File: config.mk
export PLATFORM = sky130hd
export DESIGN_NAME = round_robin_run_queue_top
export DESIGN_NICKNAME = d
export VERILOG_FILES = /design/src/hdl/rrq_pkg.sv /design/src/hdl/rrq_ram.sv /design/src/hdl/rrq_ctrl.sv /design/src/hdl/rrq_dp.sv /design/src/hdl/round_robin_run_queue_top.sv
export SDC_FILE = /design/constraint.sdc
export NUM_CORES = 1
export LEC_CHECK = 0
export BUFFER_PORTS_ARGS = -buffer_cell sky130_fd_sc_hd__clkbuf_2
export CAP_MARGIN = 5
export CORE_MARGIN = 5
export CORE_UTILIZATION = 50
export DETAILED_ROUTE_END_ITERATION = 6
export PLACE_DENSITY = 0.71
export SYNTH_ARGS = -nofsm -noshare
export SYNTH_HDL_FRONTEND = slang
export SYNTH_HIERARCHICAL = 1
export SYNTH_SLANG_ARGS = --single-unit
export TNS_END_PERCENT = 100
File: constraint.sdc
create_clock -name clock -period 7.5 [get_ports clock]
set_clock_uncertainty 0.1 [all_clocks]
set_input_delay 1.5 -clock clock [delete_from_list [all_inputs] [get_ports clock]]
set_output_delay 1.5 -clock clock [all_outputs]
set_load 0.1 [all_outputs]
File: src/hdl/rrq_pkg.sv
// rrq_pkg: shared codes, command set and status bundle of the run queue scheduler
// used by rrq_ctrl, rrq_dp and round_robin_run_queue_top
`default_nettype none

package rrq_pkg;

   localparam int OP_W     = 2;
   localparam int SLOT_W   = 4;
   localparam int TSTATE_W = 2;
   localparam int STATUS_W = 2;
   localparam int CMD_W    = 5;

   localparam logic [OP_W-1:0] OP_ADD       = 2'd0;
   localparam logic [OP_W-1:0] OP_REMOVE    = 2'd1;
   localparam logic [OP_W-1:0] OP_SET_STATE = 2'd2;
   localparam logic [OP_W-1:0] OP_SCHEDULE  = 2'd3;

   localparam logic [STATUS_W-1:0] ST_DONE   = 2'd0;
   localparam logic [STATUS_W-1:0] ST_IDLE   = 2'd1;
   localparam logic [STATUS_W-1:0] ST_REJECT = 2'd2;

   localparam logic [TSTATE_W-1:0] TASK_READY   = 2'd0;
   localparam logic [TSTATE_W-1:0] TASK_RUNNING = 2'd1;

   // datapath micro-operations
   localparam logic [CMD_W-1:0] CMD_NONE          = 5'd0;
   localparam logic [CMD_W-1:0] CMD_CAPTURE       = 5'd1;
   localparam logic [CMD_W-1:0] CMD_REJECT        = 5'd2;
   localparam logic [CMD_W-1:0] CMD_IDLE          = 5'd3;
   localparam logic [CMD_W-1:0] CMD_ADD_FIRST     = 5'd4;
   localparam logic [CMD_W-1:0] CMD_ADD_RD_HEAD   = 5'd5;
   localparam logic [CMD_W-1:0] CMD_ADD_LINK      = 5'd6;
   localparam logic [CMD_W-1:0] CMD_ADD_HEAD      = 5'd7;
   localparam logic [CMD_W-1:0] CMD_REM_RD_SLOT   = 5'd8;
   localparam logic [CMD_W-1:0] CMD_REM_SINGLE    = 5'd9;
   localparam logic [CMD_W-1:0] CMD_REM_RD_HEAD   = 5'd10;
   localparam logic [CMD_W-1:0] CMD_REM_STEP      = 5'd11;
   localparam logic [CMD_W-1:0] CMD_REM_UNLINK    = 5'd12;
   localparam logic [CMD_W-1:0] CMD_SET_STATE     = 5'd13;
   localparam logic [CMD_W-1:0] CMD_SCHED_RD_HEAD = 5'd14;
   localparam logic [CMD_W-1:0] CMD_SCHED_STEP    = 5'd15;
   localparam logic [CMD_W-1:0] CMD_SCHED_PICK    = 5'd16;

   typedef struct packed {
      logic [CMD_W-1:0] code;
   } rrq_cmd_type;

   typedef struct packed {
      logic [OP_W-1:0] op;
      logic            add_reject;
      logic            rem_reject;
      logic            set_reject;
      logic            empty;
      logic            link_is_slot;
      logic            single;
      logic            state_ready;
      logic            link_is_head;
      logic            rsp_free;
   } rrq_status_type;

endpackage

`default_nettype wire

File: src/hdl/rrq_ram.sv
// rrq_ram: generic simple dual-port ram, one write and one registered read port
// no dependencies
`default_nettype none

module rrq_ram #(
   parameter int WIDTH = 4,
   parameter int DEPTH = 16
) (
   input  wire logic                       clock,
   input  wire logic                       we,
   input  wire logic [$clog2(DEPTH)-1:0]   waddr,
   input  wire logic [WIDTH-1:0]           wdata,
   input  wire logic                       re,
   input  wire logic [$clog2(DEPTH)-1:0]   raddr,
   output logic      [WIDTH-1:0]           rdata
);

   logic [WIDTH-1:0] mem_ff [DEPTH];

   always_ff @(posedge clock) begin
      if (we) begin
         mem_ff[waddr] <= wdata;
      end
      if (re) begin
         rdata <= mem_ff[raddr];
      end
   end

endmodule

`default_nettype wire

File: src/hdl/rrq_ctrl.sv
// rrq_ctrl: sequencing state machine of the run queue scheduler
// depends on rrq_pkg; drives rrq_dp through command codes
`default_nettype none

module rrq_ctrl (
   input  wire logic                    clock,
   input  wire logic                    reset,
   input  wire logic                    req_valid,
   output logic                         req_ready,
   input  wire rrq_pkg::rrq_status_type status,
   output rrq_pkg::rrq_cmd_type         cmd
);

   import rrq_pkg::*;

   localparam logic [2:0] S_IDLE       = 3'd0;
   localparam logic [2:0] S_DECODE     = 3'd1;
   localparam logic [2:0] S_ADD_LINK   = 3'd2;
   localparam logic [2:0] S_ADD_HEAD   = 3'd3;
   localparam logic [2:0] S_REM_NEXT   = 3'd4;
   localparam logic [2:0] S_REM_WALK   = 3'd5;
   localparam logic [2:0] S_SCHED_WALK = 3'd6;

   logic [2:0] state_ff;
   logic [2:0] state_in;

   assign req_ready = (state_ff == S_IDLE) && status.rsp_free;

   always_comb begin
      state_in = state_ff;
      cmd.code = CMD_NONE;
      unique case (state_ff)
         S_IDLE: begin
            if (req_valid && req_ready) begin
               cmd.code = CMD_CAPTURE;
               state_in = S_DECODE;
            end
         end
         S_DECODE: begin
            state_in = S_IDLE;
            unique case (status.op)
               OP_ADD: begin
                  if (status.add_reject) begin
                     cmd.code = CMD_REJECT;
                  end else if (status.empty) begin
                     cmd.code = CMD_ADD_FIRST;
                  end else begin
                     cmd.code = CMD_ADD_RD_HEAD;
                     state_in = S_ADD_LINK;
                  end
               end
               OP_REMOVE: begin
                  if (status.rem_reject) begin
                     cmd.code = CMD_REJECT;
                  end else begin
                     cmd.code = CMD_REM_RD_SLOT;
                     state_in = S_REM_NEXT;
                  end
               end
               OP_SET_STATE: begin
                  cmd.code = status.set_reject ? CMD_REJECT : CMD_SET_STATE;
               end
               OP_SCHEDULE: begin
                  if (status.empty) begin
                     cmd.code = CMD_IDLE;
                  end else begin
                     cmd.code = CMD_SCHED_RD_HEAD;
                     state_in = S_SCHED_WALK;
                  end
               end
               default: cmd.code = CMD_REJECT;
            endcase
         end
         S_ADD_LINK: begin
            cmd.code = CMD_ADD_LINK;
            state_in = S_ADD_HEAD;
         end
         S_ADD_HEAD: begin
            cmd.code = CMD_ADD_HEAD;
            state_in = S_IDLE;
         end
         S_REM_NEXT: begin
            if (status.single) begin
               cmd.code = CMD_REM_SINGLE;
               state_in = S_IDLE;
            end else begin
               cmd.code = CMD_REM_RD_HEAD;
               state_in = S_REM_WALK;
            end
         end
         S_REM_WALK: begin
            if (status.link_is_slot) begin
               cmd.code = CMD_REM_UNLINK;
               state_in = S_IDLE;
            end else begin
               cmd.code = CMD_REM_STEP;
            end
         end
         S_SCHED_WALK: begin
            priority if (status.state_ready) begin
               cmd.code = CMD_SCHED_PICK;
               state_in = S_IDLE;
            end else if (status.link_is_head) begin
               cmd.code = CMD_IDLE;
               state_in = S_IDLE;
            end else begin
               cmd.code = CMD_SCHED_STEP;
            end
         end
         default: state_in = S_IDLE;
      endcase
   end

   always_ff @(posedge clock) begin
      if (reset) begin
         state_ff <= S_IDLE;
      end else begin
         state_ff <= state_in;
      end
   end

endmodule

`default_nettype wire

File: src/hdl/rrq_dp.sv
// rrq_dp: run queue datapath: link and task state rams, queue flags, head and
// current registers, result register; depends on rrq_pkg and rrq_ram
`default_nettype none

module rrq_dp #(
   parameter int TASK_SLOTS = 16
) (
   input  wire logic                             clock,
   input  wire logic                             reset,
   input  wire logic [rrq_pkg::OP_W-1:0]         req_opcode,
   input  wire logic [rrq_pkg::SLOT_W-1:0]       req_slot,
   input  wire logic [rrq_pkg::TSTATE_W-1:0]     req_new_state,
   input  wire rrq_pkg::rrq_cmd_type             cmd,
   output rrq_pkg::rrq_status_type               status,
   output logic                                  rsp_valid,
   input  wire logic                             rsp_ready,
   output logic      [rrq_pkg::STATUS_W-1:0]     rsp_status,
   output logic      [rrq_pkg::SLOT_W-1:0]       rsp_chosen_slot,
   output logic                                  rsp_switched
);

   import rrq_pkg::*;

   localparam int IDX_W = $clog2(TASK_SLOTS);

   logic [OP_W-1:0]       op_ff, op_in;
   logic [SLOT_W-1:0]     slot_ff, slot_in;
   logic [TSTATE_W-1:0]   ns_ff, ns_in;
   logic [IDX_W-1:0]      walk_ff, walk_in;
   logic [IDX_W-1:0]      nxt_ff, nxt_in;
   logic [IDX_W-1:0]      head_ff, head_in;
   logic                  nonempty_ff, nonempty_in;
   logic [IDX_W-1:0]      cur_ff, cur_in;
   logic                  cur_valid_ff, cur_valid_in;
   logic [TASK_SLOTS-1:0] queued_ff, queued_in;
   logic [TASK_SLOTS-1:0] sv_ff, sv_in;
   logic                  st_vld_ff, st_vld_in;
   logic                  rsp_valid_ff, rsp_valid_in;
   logic [STATUS_W-1:0]   status_ff, status_in;
   logic [SLOT_W-1:0]     chosen_ff, chosen_in;
   logic                  switched_ff, switched_in;

   logic [IDX_W-1:0]    idx;
   logic                slot_ok;
   logic                rd_en;
   logic [IDX_W-1:0]    rd_addr;
   logic                link_we;
   logic [IDX_W-1:0]    link_waddr;
   logic [IDX_W-1:0]    link_wdata;
   logic [IDX_W-1:0]    link_rdata;
   logic                ts_we;
   logic [IDX_W-1:0]    ts_waddr;
   logic [TSTATE_W-1:0] ts_wdata;
   logic [TSTATE_W-1:0] ts_rdata;
   logic [TSTATE_W-1:0] ts_cur;

   assign idx     = IDX_W'(slot_ff);
   assign slot_ok = (32'(slot_ff) < TASK_SLOTS);
   assign ts_cur  = st_vld_ff ? ts_rdata : TASK_READY;

   rrq_ram #(
      .WIDTH (IDX_W),
      .DEPTH (TASK_SLOTS)
   ) u_link_ram (
      .clock (clock),
      .we    (link_we),
      .waddr (link_waddr),
      .wdata (link_wdata),
      .re    (rd_en),
      .raddr (rd_addr),
      .rdata (link_rdata)
   );

   rrq_ram #(
      .WIDTH (TSTATE_W),
      .DEPTH (TASK_SLOTS)
   ) u_state_ram (
      .clock (clock),
      .we    (ts_we),
      .waddr (ts_waddr),
      .wdata (ts_wdata),
      .re    (rd_en),
      .raddr (rd_addr),
      .rdata (ts_rdata)
   );

   always_comb begin
      status.op           = op_ff;
      status.add_reject   = !slot_ok || queued_ff[idx];
      status.rem_reject   = !slot_ok || !nonempty_ff || !queued_ff[idx];
      status.set_reject   = !slot_ok;
      status.empty        = !nonempty_ff;
      status.link_is_slot = (link_rdata == idx);
      status.single       = (head_ff == idx) && (link_rdata == idx);
      status.state_ready  = (ts_cur == TASK_READY);
      status.link_is_head = (link_rdata == head_ff);
      status.rsp_free     = !rsp_valid_ff || rsp_ready;
   end

   always_comb begin
      op_in        = op_ff;
      slot_in      = slot_ff;
      ns_in        = ns_ff;
      walk_in      = walk_ff;
      nxt_in       = nxt_ff;
      head_in      = head_ff;
      nonempty_in  = nonempty_ff;
      cur_in       = cur_ff;
      cur_valid_in = cur_valid_ff;
      queued_in    = queued_ff;
      sv_in        = sv_ff;
      st_vld_in    = st_vld_ff;
      rsp_valid_in = rsp_valid_ff && !rsp_ready;
      status_in    = status_ff;
      chosen_in    = chosen_ff;
      switched_in  = switched_ff;
      rd_en        = 1'b0;
      rd_addr      = head_ff;
      link_we      = 1'b0;
      link_waddr   = idx;
      link_wdata   = idx;
      ts_we        = 1'b0;
      ts_waddr     = idx;
      ts_wdata     = ns_ff;
      unique case (cmd.code)
         CMD_NONE: begin
         end
         CMD_CAPTURE: begin
            op_in   = req_opcode;
            slot_in = req_slot;
            ns_in   = req_new_state;
         end
         CMD_REJECT, CMD_IDLE: begin
         end
         CMD_ADD_FIRST: begin
            link_we          = 1'b1;
            head_in          = idx;
            nonempty_in      = 1'b1;
            queued_in[idx]   = 1'b1;
         end
         CMD_ADD_RD_HEAD: begin
            rd_en = 1'b1;
         end
         CMD_ADD_LINK: begin
            link_we    = 1'b1;
            link_wdata = link_rdata;
         end
         CMD_ADD_HEAD: begin
            link_we        = 1'b1;
            link_waddr     = head_ff;
            queued_in[idx] = 1'b1;
         end
         CMD_REM_RD_SLOT: begin
            rd_en   = 1'b1;
            rd_addr = idx;
         end
         CMD_REM_SINGLE: begin
            nonempty_in    = 1'b0;
            head_in        = '0;
            queued_in[idx] = 1'b0;
         end
         CMD_REM_RD_HEAD: begin
            rd_en   = 1'b1;
            walk_in = head_ff;
            nxt_in  = link_rdata;
         end
         CMD_REM_STEP, CMD_SCHED_STEP: begin
            rd_en   = 1'b1;
            rd_addr = link_rdata;
            walk_in = link_rdata;
         end
         CMD_REM_UNLINK: begin
            link_we        = 1'b1;
            link_waddr     = walk_ff;
            link_wdata     = nxt_ff;
            queued_in[idx] = 1'b0;
            if (head_ff == idx) begin
               head_in = nxt_ff;
            end
         end
         CMD_SET_STATE: begin
            ts_we       = 1'b1;
            sv_in[idx]  = 1'b1;
         end
         CMD_SCHED_RD_HEAD: begin
            rd_en   = 1'b1;
            walk_in = head_ff;
         end
         CMD_SCHED_PICK: begin
            head_in        = walk_ff;
            cur_in         = walk_ff;
            cur_valid_in   = 1'b1;
            ts_we          = 1'b1;
            ts_waddr       = walk_ff;
            ts_wdata       = TASK_RUNNING;
            sv_in[walk_ff] = 1'b1;
         end
         default: begin
         end
      endcase

      if (rd_en) begin
         st_vld_in = sv_ff[rd_addr];
      end

      unique case (cmd.code)
         CMD_REJECT: begin
            rsp_valid_in = 1'b1;
            status_in    = ST_REJECT;
            chosen_in    = '0;
            switched_in  = 1'b0;
         end
         CMD_IDLE: begin
            rsp_valid_in = 1'b1;
            status_in    = ST_IDLE;
            chosen_in    = '0;
            switched_in  = 1'b0;
         end
         CMD_ADD_FIRST, CMD_ADD_HEAD, CMD_REM_SINGLE, CMD_REM_UNLINK, CMD_SET_STATE: begin
            rsp_valid_in = 1'b1;
            status_in    = ST_DONE;
            chosen_in    = '0;
            switched_in  = 1'b0;
         end
         CMD_SCHED_PICK: begin
            rsp_valid_in = 1'b1;
            status_in    = ST_DONE;
            chosen_in    = SLOT_W'(walk_ff);
            switched_in  = cur_valid_ff && (cur_ff != walk_ff);
         end
         default: begin
         end
      endcase
   end

   always_ff @(posedge clock) begin
      if (reset) begin
         head_ff      <= '0;
         nonempty_ff  <= 1'b0;
         cur_ff       <= '0;
         cur_valid_ff <= 1'b0;
         queued_ff    <= '0;
         sv_ff        <= '0;
         rsp_valid_ff <= 1'b0;
      end else begin
         head_ff      <= head_in;
         nonempty_ff  <= nonempty_in;
         cur_ff       <= cur_in;
         cur_valid_ff <= cur_valid_in;
         queued_ff    <= queued_in;
         sv_ff        <= sv_in;
         rsp_valid_ff <= rsp_valid_in;
      end
   end

   always_ff @(posedge clock) begin
      op_ff       <= op_in;
      slot_ff     <= slot_in;
      ns_ff       <= ns_in;
      walk_ff     <= walk_in;
      nxt_ff      <= nxt_in;
      st_vld_ff   <= st_vld_in;
      status_ff   <= status_in;
      chosen_ff   <= chosen_in;
      switched_ff <= switched_in;
   end

   assign rsp_valid       = rsp_valid_ff;
   assign rsp_status      = status_ff;
   assign rsp_chosen_slot = chosen_ff;
   assign rsp_switched    = switched_ff;

endmodule

`default_nettype wire

File: src/hdl/round_robin_run_queue_top.sv
// round_robin_run_queue_top: round-robin task scheduler over a circular run queue
// depends on rrq_pkg, rrq_ctrl, rrq_dp and rrq_ram
//
// usage
//   req channel: one beat per operation (opcode, slot, new_state); opcodes are
//   add, remove, set task state and schedule. rsp channel: exactly one beat per
//   request (status, chosen_slot, switched), in request order.
//   one request is in flight at a time. set-state, rejects, schedule on an
//   empty queue and add to an empty queue answer from the decode state; add
//   otherwise reads the head's link, links the slot to it and then points the
//   head at the slot. remove reads the slot's link, then either drops the sole
//   entry or walks from the head to the slot's predecessor and unlinks the
//   slot. schedule walks from the head to the first ready task, or answers
//   idle after a full lap. the walks follow the next-slot ram one entry per
//   cycle through its registered read port. a new request is taken once the
//   result register is free or its beat is being taken in the same cycle; a
//   stalled rsp holds the result and blocks further requests.
//   reset empties the queue, marks every task ready and clears the current
//   task; the link ram needs no clearing, so the block is ready right after.
`default_nettype none

module round_robin_run_queue_top #(
   parameter int TASK_SLOTS = 16
) (
   input  wire logic                           clock,
   input  wire logic                           reset,
   input  wire logic                           req_valid,
   output logic                                req_ready,
   input  wire logic [rrq_pkg::OP_W-1:0]       req_opcode,
   input  wire logic [rrq_pkg::SLOT_W-1:0]     req_slot,
   input  wire logic [rrq_pkg::TSTATE_W-1:0]   req_new_state,
   output logic                                rsp_valid,
   input  wire logic                           rsp_ready,
   output logic      [rrq_pkg::STATUS_W-1:0]   rsp_status,
   output logic      [rrq_pkg::SLOT_W-1:0]     rsp_chosen_slot,
   output logic                                rsp_switched
);

   import rrq_pkg::*;

   rrq_cmd_type    cmd;
   rrq_status_type status;

   rrq_ctrl u_ctrl (
      .clock     (clock),
      .reset     (reset),
      .req_valid (req_valid),
      .req_ready (req_ready),
      .status    (status),
      .cmd       (cmd)
   );

   rrq_dp #(
      .TASK_SLOTS (TASK_SLOTS)
   ) u_dp (
      .clock           (clock),
      .reset           (reset),
      .req_opcode      (req_opcode),
      .req_slot        (req_slot),
      .req_new_state   (req_new_state),
      .cmd             (cmd),
      .status          (status),
      .rsp_valid       (rsp_valid),
      .rsp_ready       (rsp_ready),
      .rsp_status      (rsp_status),
      .rsp_chosen_slot (rsp_chosen_slot),
      .rsp_switched    (rsp_switched)
   );

   // a request beat only lands when the result register can take its answer
   assert property (@(posedge clock) disable iff (reset)
      req_valid && req_ready |-> !rsp_valid || rsp_ready)
      else $error("request taken while result register blocked");

   // one request in flight
   assert property (@(posedge clock) disable iff (reset)
      req_valid && req_ready |=> !req_ready)
      else $error("second request taken during an operation");

   assert property (@(posedge clock) disable iff (reset)
      rsp_valid |-> rsp_status != 2'd3)
      else $error("undefined status code");

   assert property (@(posedge clock) disable iff (reset)
      rsp_valid && rsp_status != ST_DONE |-> rsp_chosen_slot == '0 && !rsp_switched)
      else $error("slot reported without a completed schedule");

endmodule

`default_nettype wire

==> impl_metrics.tcl, run 1 <==
set metrics [dict create \
    fin_nets 696 \
    path_max_fanout 18 \
    rsz0062_at_grt "no" \
    rows 47 \
    finalWirelength_mm 18.9 \
    setup_tns_ps 0 \
    grt_first_pass_wirelength_mm 29.9 \
    ios 21 \
    syn_area_per_cell_um2 12.0 \
    dp_hpwl_mm 12.8 \
    min-delay-start "u_dp/sv_ff[2]" \
    ys.flop_type "edfxtp_1" \
    drc 0 \
    whs_path_depth 2 \
    period_share_pct 78.8 \
    grt.total_usage_pct 19.5 \
    dp.cells 885 \
    routabilityCongestion 0.900 \
    vias_per_cell 6.34 \
    ir_worst_vdd_mv 0.184 \
    io_buffers 20 \
    cts_root_buf "clkbuf_16" \
    grt_max_degree 47 \
    hold_viol 0 \
    antenna-diode-count 0 \
    cts_resized 0 \
    status "completed" \
    min_to "u_dp/sv_ff[2]" \
    synth_cells 692 \
    firstDrtPassIters 5 \
    ys_ff_latch 172 \
    cp.arrival_ps 5880 \
    area_growth_pct 9.52 \
    cts_tree "yes" \
    cp-start-kind "register" \
    grt_pass1_vias 5589 \
    htree_levels 4 \
    chipWidth_um 139 \
    cts_buffers 17 \
    grt_overflow 0 \
    powerDensity_nw_per_um2 252 \
    power_leakage_uw 0.00296 \
    total_power_uw 2290 \
    r2r.worst_path.cells 12 \
    maxCapViolations 0 \
    syn_nets 704 \
    ys_warn_count 6 \
    critical_path_required_ps 7470 \
    syn-cell-area_um2 8320 \
    synth_edf_count 126 \
    ys_types 70 \
    r2r_slack_ps 1590 \
    relSlewSlack_pct 23.6 \
    clk_pin_slew_worst_paths_ps 70 \
    clk_latency_ps 440 \
    ys_seq_area_share_pct 56.6 \
    critPathKind "reg2reg" \
    worstMarginPinSlew_ps 1150 \
    postCtsHoldBufs 0 \
    clock-sinks 172 \
    grt_antenna_before_repair 0 \
    final_util_pct 55.3 \
    dr.first_iter.drc_count 611 \
    avgRoutedWirePerCell_um 20.6 \
    instances_no_fill 917 \
    setup_viol 0 \
    core_area_um2 16500 \
    min_path_type "reg2reg" \
    die_y_um 139 \
    fin_crit_ps 5910 \
    vias 5815 \
    drive_above_1_share_pct 12.3 \
    reg2reg_from "u_dp/idx[0]" \
    post_cts_buffers 0 \
    async_flop_share_pct 0 \
    cts_buffer_depth 2 \
    ant_nets 0 \
    clock.fmax_ghz 0.169 \
    initial_core_util_pct 50.5 \
    dieArea_um2 19300 \
    r2r-end "u_dp/u_link_ram/mem_ff[0][2]" \
    critPathCaptureType "register" \
    drv_slew 0 \
]
## Yosys cell counts (3+ instances only)
cell	n	area share, %
clkbuf_1	37	1.7
and3_1	10	0.75
mux2i_1	7	0.84
a21o_1	6	0.54
mux2_2	6	0.81
xor2_1	8	0.84
nand2_1	36	1.6
nor3_1	12	0.72
o41ai_1	4	0.42
mux4_1	18	5.7
a21oi_1	51	3.1
inv_1	10	0.45
a22oi_1	15	1.4
buf_2	3	0.18
mux4_2	11	3.0
and2_1	7	0.53
o211ai_1	4	0.36
a211oi_1	18	1.6
nand4_1	8	0.60
buf_1	3	0.14
o22ai_1	4	0.30
nor3b_1	5	0.45
nand3b_1	6	0.54
o31ai_1	12	1.1
nor4_1	3	0.23
o21ai_0	11	0.66
xnor2_1	10	1.1
dfxtp_1	46	11
nor2b_1	17	1.3
buf_6	6	0.81
a221oi_1	5	0.53
edfxtp_1	126	45
nand2b_1	12	0.90
a311oi_1	4	0.42
nor2_1	78	3.5
nand3_1	29	1.7
## routing by layer
layer  vias to the layer above  wire length, um  share of wire (%)  track usage [%]
li1                       2653                -                  -                -
met1                      2867             8120                 43             27.2
met2                       259             9000                 48             29.9
met3                        36             1340                7.1             4.31
met4                         0              419                2.2             8.03
met5                         -                0                  0                0
## cell usage in the layout (no fill, tap or decap), drive strengths merged, types with 11 or more instances in the layout
master / instances
clkbuf: 37
nor2b: 17
mux4: 29
nor3: 13
inv: 18
nand3: 29
nor2: 78
a22oi: 15
o21ai: 11
nand2: 36
a21oi: 51
dfxtp: 46
o31ai: 12
a211oi: 18
nand2b: 12
edfxtp: 126
## registers in the layout, indices dropped and copies added, names as in the netlist, 2 cells and up, named ones only
| name | count |
|---|---|
| u_dp/sv_ff | 16 |
| u_dp/u_state_ram/rdata | 2 |
| u_dp/cur_ff | 4 |
| u_dp/rsp_chosen_slot | 4 |
| u_dp/walk_ff | 4 |
| u_dp/idx | 4 |
| u_dp/u_state_ram/mem_ff | 32 |
| u_dp/head_ff | 4 |
| u_ctrl/state_ff | 3 |
| u_dp/ns_ff | 2 |
| u_dp/op_ff | 2 |
| u_dp/nxt_ff | 4 |
| u_dp/u_link_ram/rdata | 4 |
| u_dp/rsp_status | 2 |
| u_dp/u_link_ram/mem_ff | 64 |
## power by group
group	switching (uW)	leakage [uW]	internal (uW)	total (uW)
logic	201	0.00115	85.0	286
clock network	410	0.000302	512	921
registers	29.9	0.00151	1060	1090
total	640	0.00296	1650	2290
## critical path: stages, from the launching register on
cell and delay [ps]:
edfxtp_1 820, mux4_2 590, mux4_2 530, nor3_2 210, a211oi_1 100, o311ai_2 930, nor2b_1 320, and3_1 550
nor2_1 180, nand2_1 100, nand2_1 110, or3b_2 530, nor3_1 470
## kinds of logic (layout without fill, tap and decap cells)
logic type	Yosys count	after routing	synth area share, %
simple gates	240	240	14.6
flops	172	172	56.6
xor+xnor	18	18	1.90
other cells	1	1	0.0451
mux	42	42	10.3
compound gates	155	155	12.8
buf+inv	64	69	3.76
## how the worst max path moves through the flow
stage | start | to | slack [ps] | cells after the start
final | u_dp/idx[0] | u_dp/u_link_ram/mem_ff[0][2] | 1590 | 12
after global routing | u_dp/idx[0] | u_dp/u_state_ram/mem_ff[0][0] | 1240 | 11
after CTS | u_dp/idx[0] | u_dp/u_link_ram/mem_ff[0][2] | 1680 | 12
after detailed placement | u_dp/idx[0] | u_dp/u_link_ram/mem_ff[0][1] | 1670 | 12
after global placement | rsp_ready | u_dp/u_link_ram/rdata[2] | 1760 | 13
after floorplan | u_dp/idx[1] | u_dp/u_link_ram/mem_ff[0][0] | 2750 | 17
## layout make-up
type,count,area (um2)
Fill cell,1355,7360
Sequential cell,172,4700
Multi-Input combinational cell,456,3320
Clock buffer,17,425
Tap cell,220,275
Clock inverter,15,206
Timing Repair Buffer,25,138
Inverter,12,45.0
## per-stage QoR
step | hold slack (ps) | setup slack (ps) | area, um2
final | 371 | 1590 | 9110
after global routing | 404 | 1240 | 9110
after CTS | 372 | 1680 | 9110
after detailed placement | 356 | 1670 | 8480
after global placement | 348 | 1760 | 8480
after floorplan | 330 | 2750 | 8320
No activity file was read; power rests on OpenSTA's default activity.
==> run 2, diff against run 1 <==
--- a/config.mk
+++ b/config.mk
@@ -5,6 +5,7 @@
 export SDC_FILE = /design/constraint.sdc
 export NUM_CORES = 1
 export LEC_CHECK = 0
+export ABC_AREA = 1
 export BUFFER_PORTS_ARGS = -buffer_cell sky130_fd_sc_hd__clkbuf_2
 export CAP_MARGIN = 5
 export CORE_MARGIN = 5
==> constraint.sdc (replaced) <==
create_clock -name clock -period 5.9 [get_ports clock]
set_clock_uncertainty 0.1 [all_clocks]
set_input_delay 1.18 -clock clock [delete_from_list [all_inputs] [get_ports clock]]
set_output_delay 1.18 -clock clock [all_outputs]
set_load 0.1 [all_outputs]
==> impl_metrics.tcl, run 2 <==
set metrics [dict create \
    status "completed" \
    crit_chain "inv_1, nor2_1, a22oi_1, nand2_1, nand3_1, nand4_1, nand2_1, nor2_1, o21ai_0, nand2_1, nand4_1, nor2_2, nand3_2, nand3_2, nand3_2, buf_4, nand2_1, nand2_1, nand2_1, nand3_1, nand3_1, nand2_1" \
    relSlewSlack_pct 32.6 \
    synth_common_cells "nand2_1, inv_1, nand3_1, edfxtp_1, nor2_1" \
    largest_reg_flops 64 \
    postCtsHoldBufs 0 \
    cts_resized 0 \
    cp.arrival_ps 4660 \
    grt_pass1_vias 6433 \
    crit_buf_inv 2 \
    dp.cells 1258 \
    syn-cell-area_um2 8780 \
    cts_buffer_depth 2 \
    die_y_um 143 \
    cp_slowest_cell "edfxtp_1" \
    min_path_type "reg2reg" \
    routabilityCongestion 0.987 \
    ys.flop_type "edfxtp_1" \
    dieArea_um2 20300 \
    finalWirelength_mm 21.1 \
    yosys.area.top_type "edfxtp_1" \
    clock-sinks 172 \
    multi_input_area_um2 3110 \
    cp_top_family "simple AND/OR/NAND/NOR gates" \
    ios 21 \
    nFillCells 1556 \
    vias_per_cell 5.49 \
    setup_viol 0 \
    yosysTopAreaCellShare_pct 43.1 \
    worstMarginPinSlew_ps 1000 \
    antenna-diode-count 0 \
    grt.total_usage_pct 21.0 \
    core_area_um2 17300 \
    regArea_um2 4700 \
    critical_path_required_ps 5980 \
    period_share_pct 77.5 \
    maxCapViolations 0 \
    power_leakage_uw 0.00388 \
    rsz0062_at_grt "no" \
    largestRegisters "u_dp/u_link_ram/mem_ff (64), u_dp/u_state_ram/mem_ff (32), u_dp/sv_ff (16)" \
    ys_warn_count 6 \
    ys_ff_latch 172 \
    drc 0 \
    drv_slew 0 \
    clock.fmax_ghz 0.219 \
    crit_top_cell "nand2_1" \
    cts_root_buf "clkbuf_16" \
    ys_types 41 \
    ys_seq_area_share_pct 53.6 \
    async_flop_share_pct 0 \
    syn_area_per_cell_um2 8.42 \
    cts_tree "yes" \
    netlist_top_cells_area "edfxtp_1, dfxtp_1, nand2_1" \
    synth_edf_count 126 \
    fin_nets 1064 \
    grt_overflow 0 \
    regMostFlops "u_dp/u_link_ram/mem_ff" \
    post_cts_buffers 0 \
    fin_crit_ps 4570 \
    drive_above_1_share_pct 9.86 \
    clk_latency_ps 420 \
    cts_buffers 17 \
    firstDrtPassIters 5 \
    io_buffers 20 \
    critPathCaptureType "register" \
    synth_cells 1043 \
    vias 7087 \
    clk_pin_slew_worst_paths_ps 70 \
    instances_no_fill 1290 \
    dr.first_iter.drc_count 727 \
    path_max_fanout 40 \
    rows 48 \
    ir_worst_vdd_mv 0.203 \
    grt_max_degree 42 \
    powerDensity_nw_per_um2 307 \
    ant_nets 0 \
    dp_hpwl_mm 14.8 \
    grt_antenna_before_repair 0 \
    initial_core_util_pct 50.8 \
    cp-start-kind "register" \
    hold_viol 0 \
    chipWidth_um 143 \
    syn_nets 1055 \
    htree_levels 4 \
    grt_first_pass_wirelength_mm 33.5 \
    area_growth_pct 8.49 \
    setup_tns_ps 0 \
    slowest_delay_ps 560 \
    layout_common_cells "nand2_1, inv_1, nand3_1" \
    avgRoutedWirePerCell_um 16.3 \
    yosys.cell_count.top_type "nand2_1" \
    critPathKind "reg2reg" \
    final_common_cell "nand2_1" \
]
## run 2: cell count changes after synthesis, moves of 12 or more
| cell | before | now |
|---|---|---|
| clkbuf_1 | 37 | 6 |
| mux4_1 | 18 | 0 |
| a211oi_1 | 18 | 4 |
| o31ai_1 | 12 | 0 |
| nand2_1 | 36 | 243 |
| o21ai_0 | 11 | 38 |
| nand3_1 | 29 | 149 |
| nand2b_1 | 12 | 0 |
| inv_1 | 10 | 170 |
| nor2b_1 | 17 | 0 |
## run 2: power by group
part	switching [uW]	total, uW	internal, uW
sequential	34.2	1390	1350
clock	493	1090	599
combinational	345	447	102
## run 2: path summary, 6_finish.rpt
kind                            cells after the start           from  slack, ps                        to
worst max-delay path                               22    u_dp/idx[0]       1330  u_dp/u_link_ram/rdata[0]
worst min-delay path                                2  u_dp/sv_ff[5]        360             u_dp/sv_ff[5]
worst max register to register                     22    u_dp/idx[0]       1330  u_dp/u_link_ram/rdata[0]
worst min register to register                      2  u_dp/sv_ff[5]        360             u_dp/sv_ff[5]
## run 2: cell type report
cell class | instances | area share (%)
sequential | 172 | 49.4
multi-input combinational | 650 | 32.7
inverter | 188 | 7.59
clock buffer | 18 | 4.50
tap | 225 | 2.95
clock inverter | 14 | 1.63
timing repair buffer | 23 | 1.29
## run 2: per-stage QoR
stage               worst slack, ps  power (uW)  util, %  cell area, um2  hold slack, ps
floorplan                      1360        1740        -            8780             336
global placement               1520        1850     51.7            8940             345
detailed placement             1410        1850     51.7            8940             350
CTS                            1390        2940     55.1            9530             359
global route                    843        3050     55.1            9530             374
finish                         1330        2930     55.1            9530             359
## run 2: cells by family (layout without fill, tap and decap cells)
kind of cell / after synthesis / after routing / share of synthesized area (%)
compound gates: 116 / 116 / 7.86
xor+xnor: 11 / 11 / 1.10
buf+inv: 221 / 243 / 11.0
flops: 172 / 172 / 53.6
other cells: 1 / 1 / 0.0427
simple gates: 522 / 522 / 26.4
## run 2: tightest hold or removal path, delay by kind of cell, from the launching register on
kind | cells | cell delay (ps)
flops | 1 | 300
compound gates | 1 | 60
buf+inv | 1 | 60
## run 2: layer usage
| metal | vias to the layer above | GRT usage, % | share of wire [%] |
|---|---|---|---|
| met3 | 47 | 3.56 | 6.5 |
| met5 | - | 0 | 0 |
| met4 | 0 | 7.70 | 2.8 |
| met2 | 301 | 32.0 | 44 |
| li1 | 3428 | - | - |
| met1 | 3311 | 30.2 | 46 |
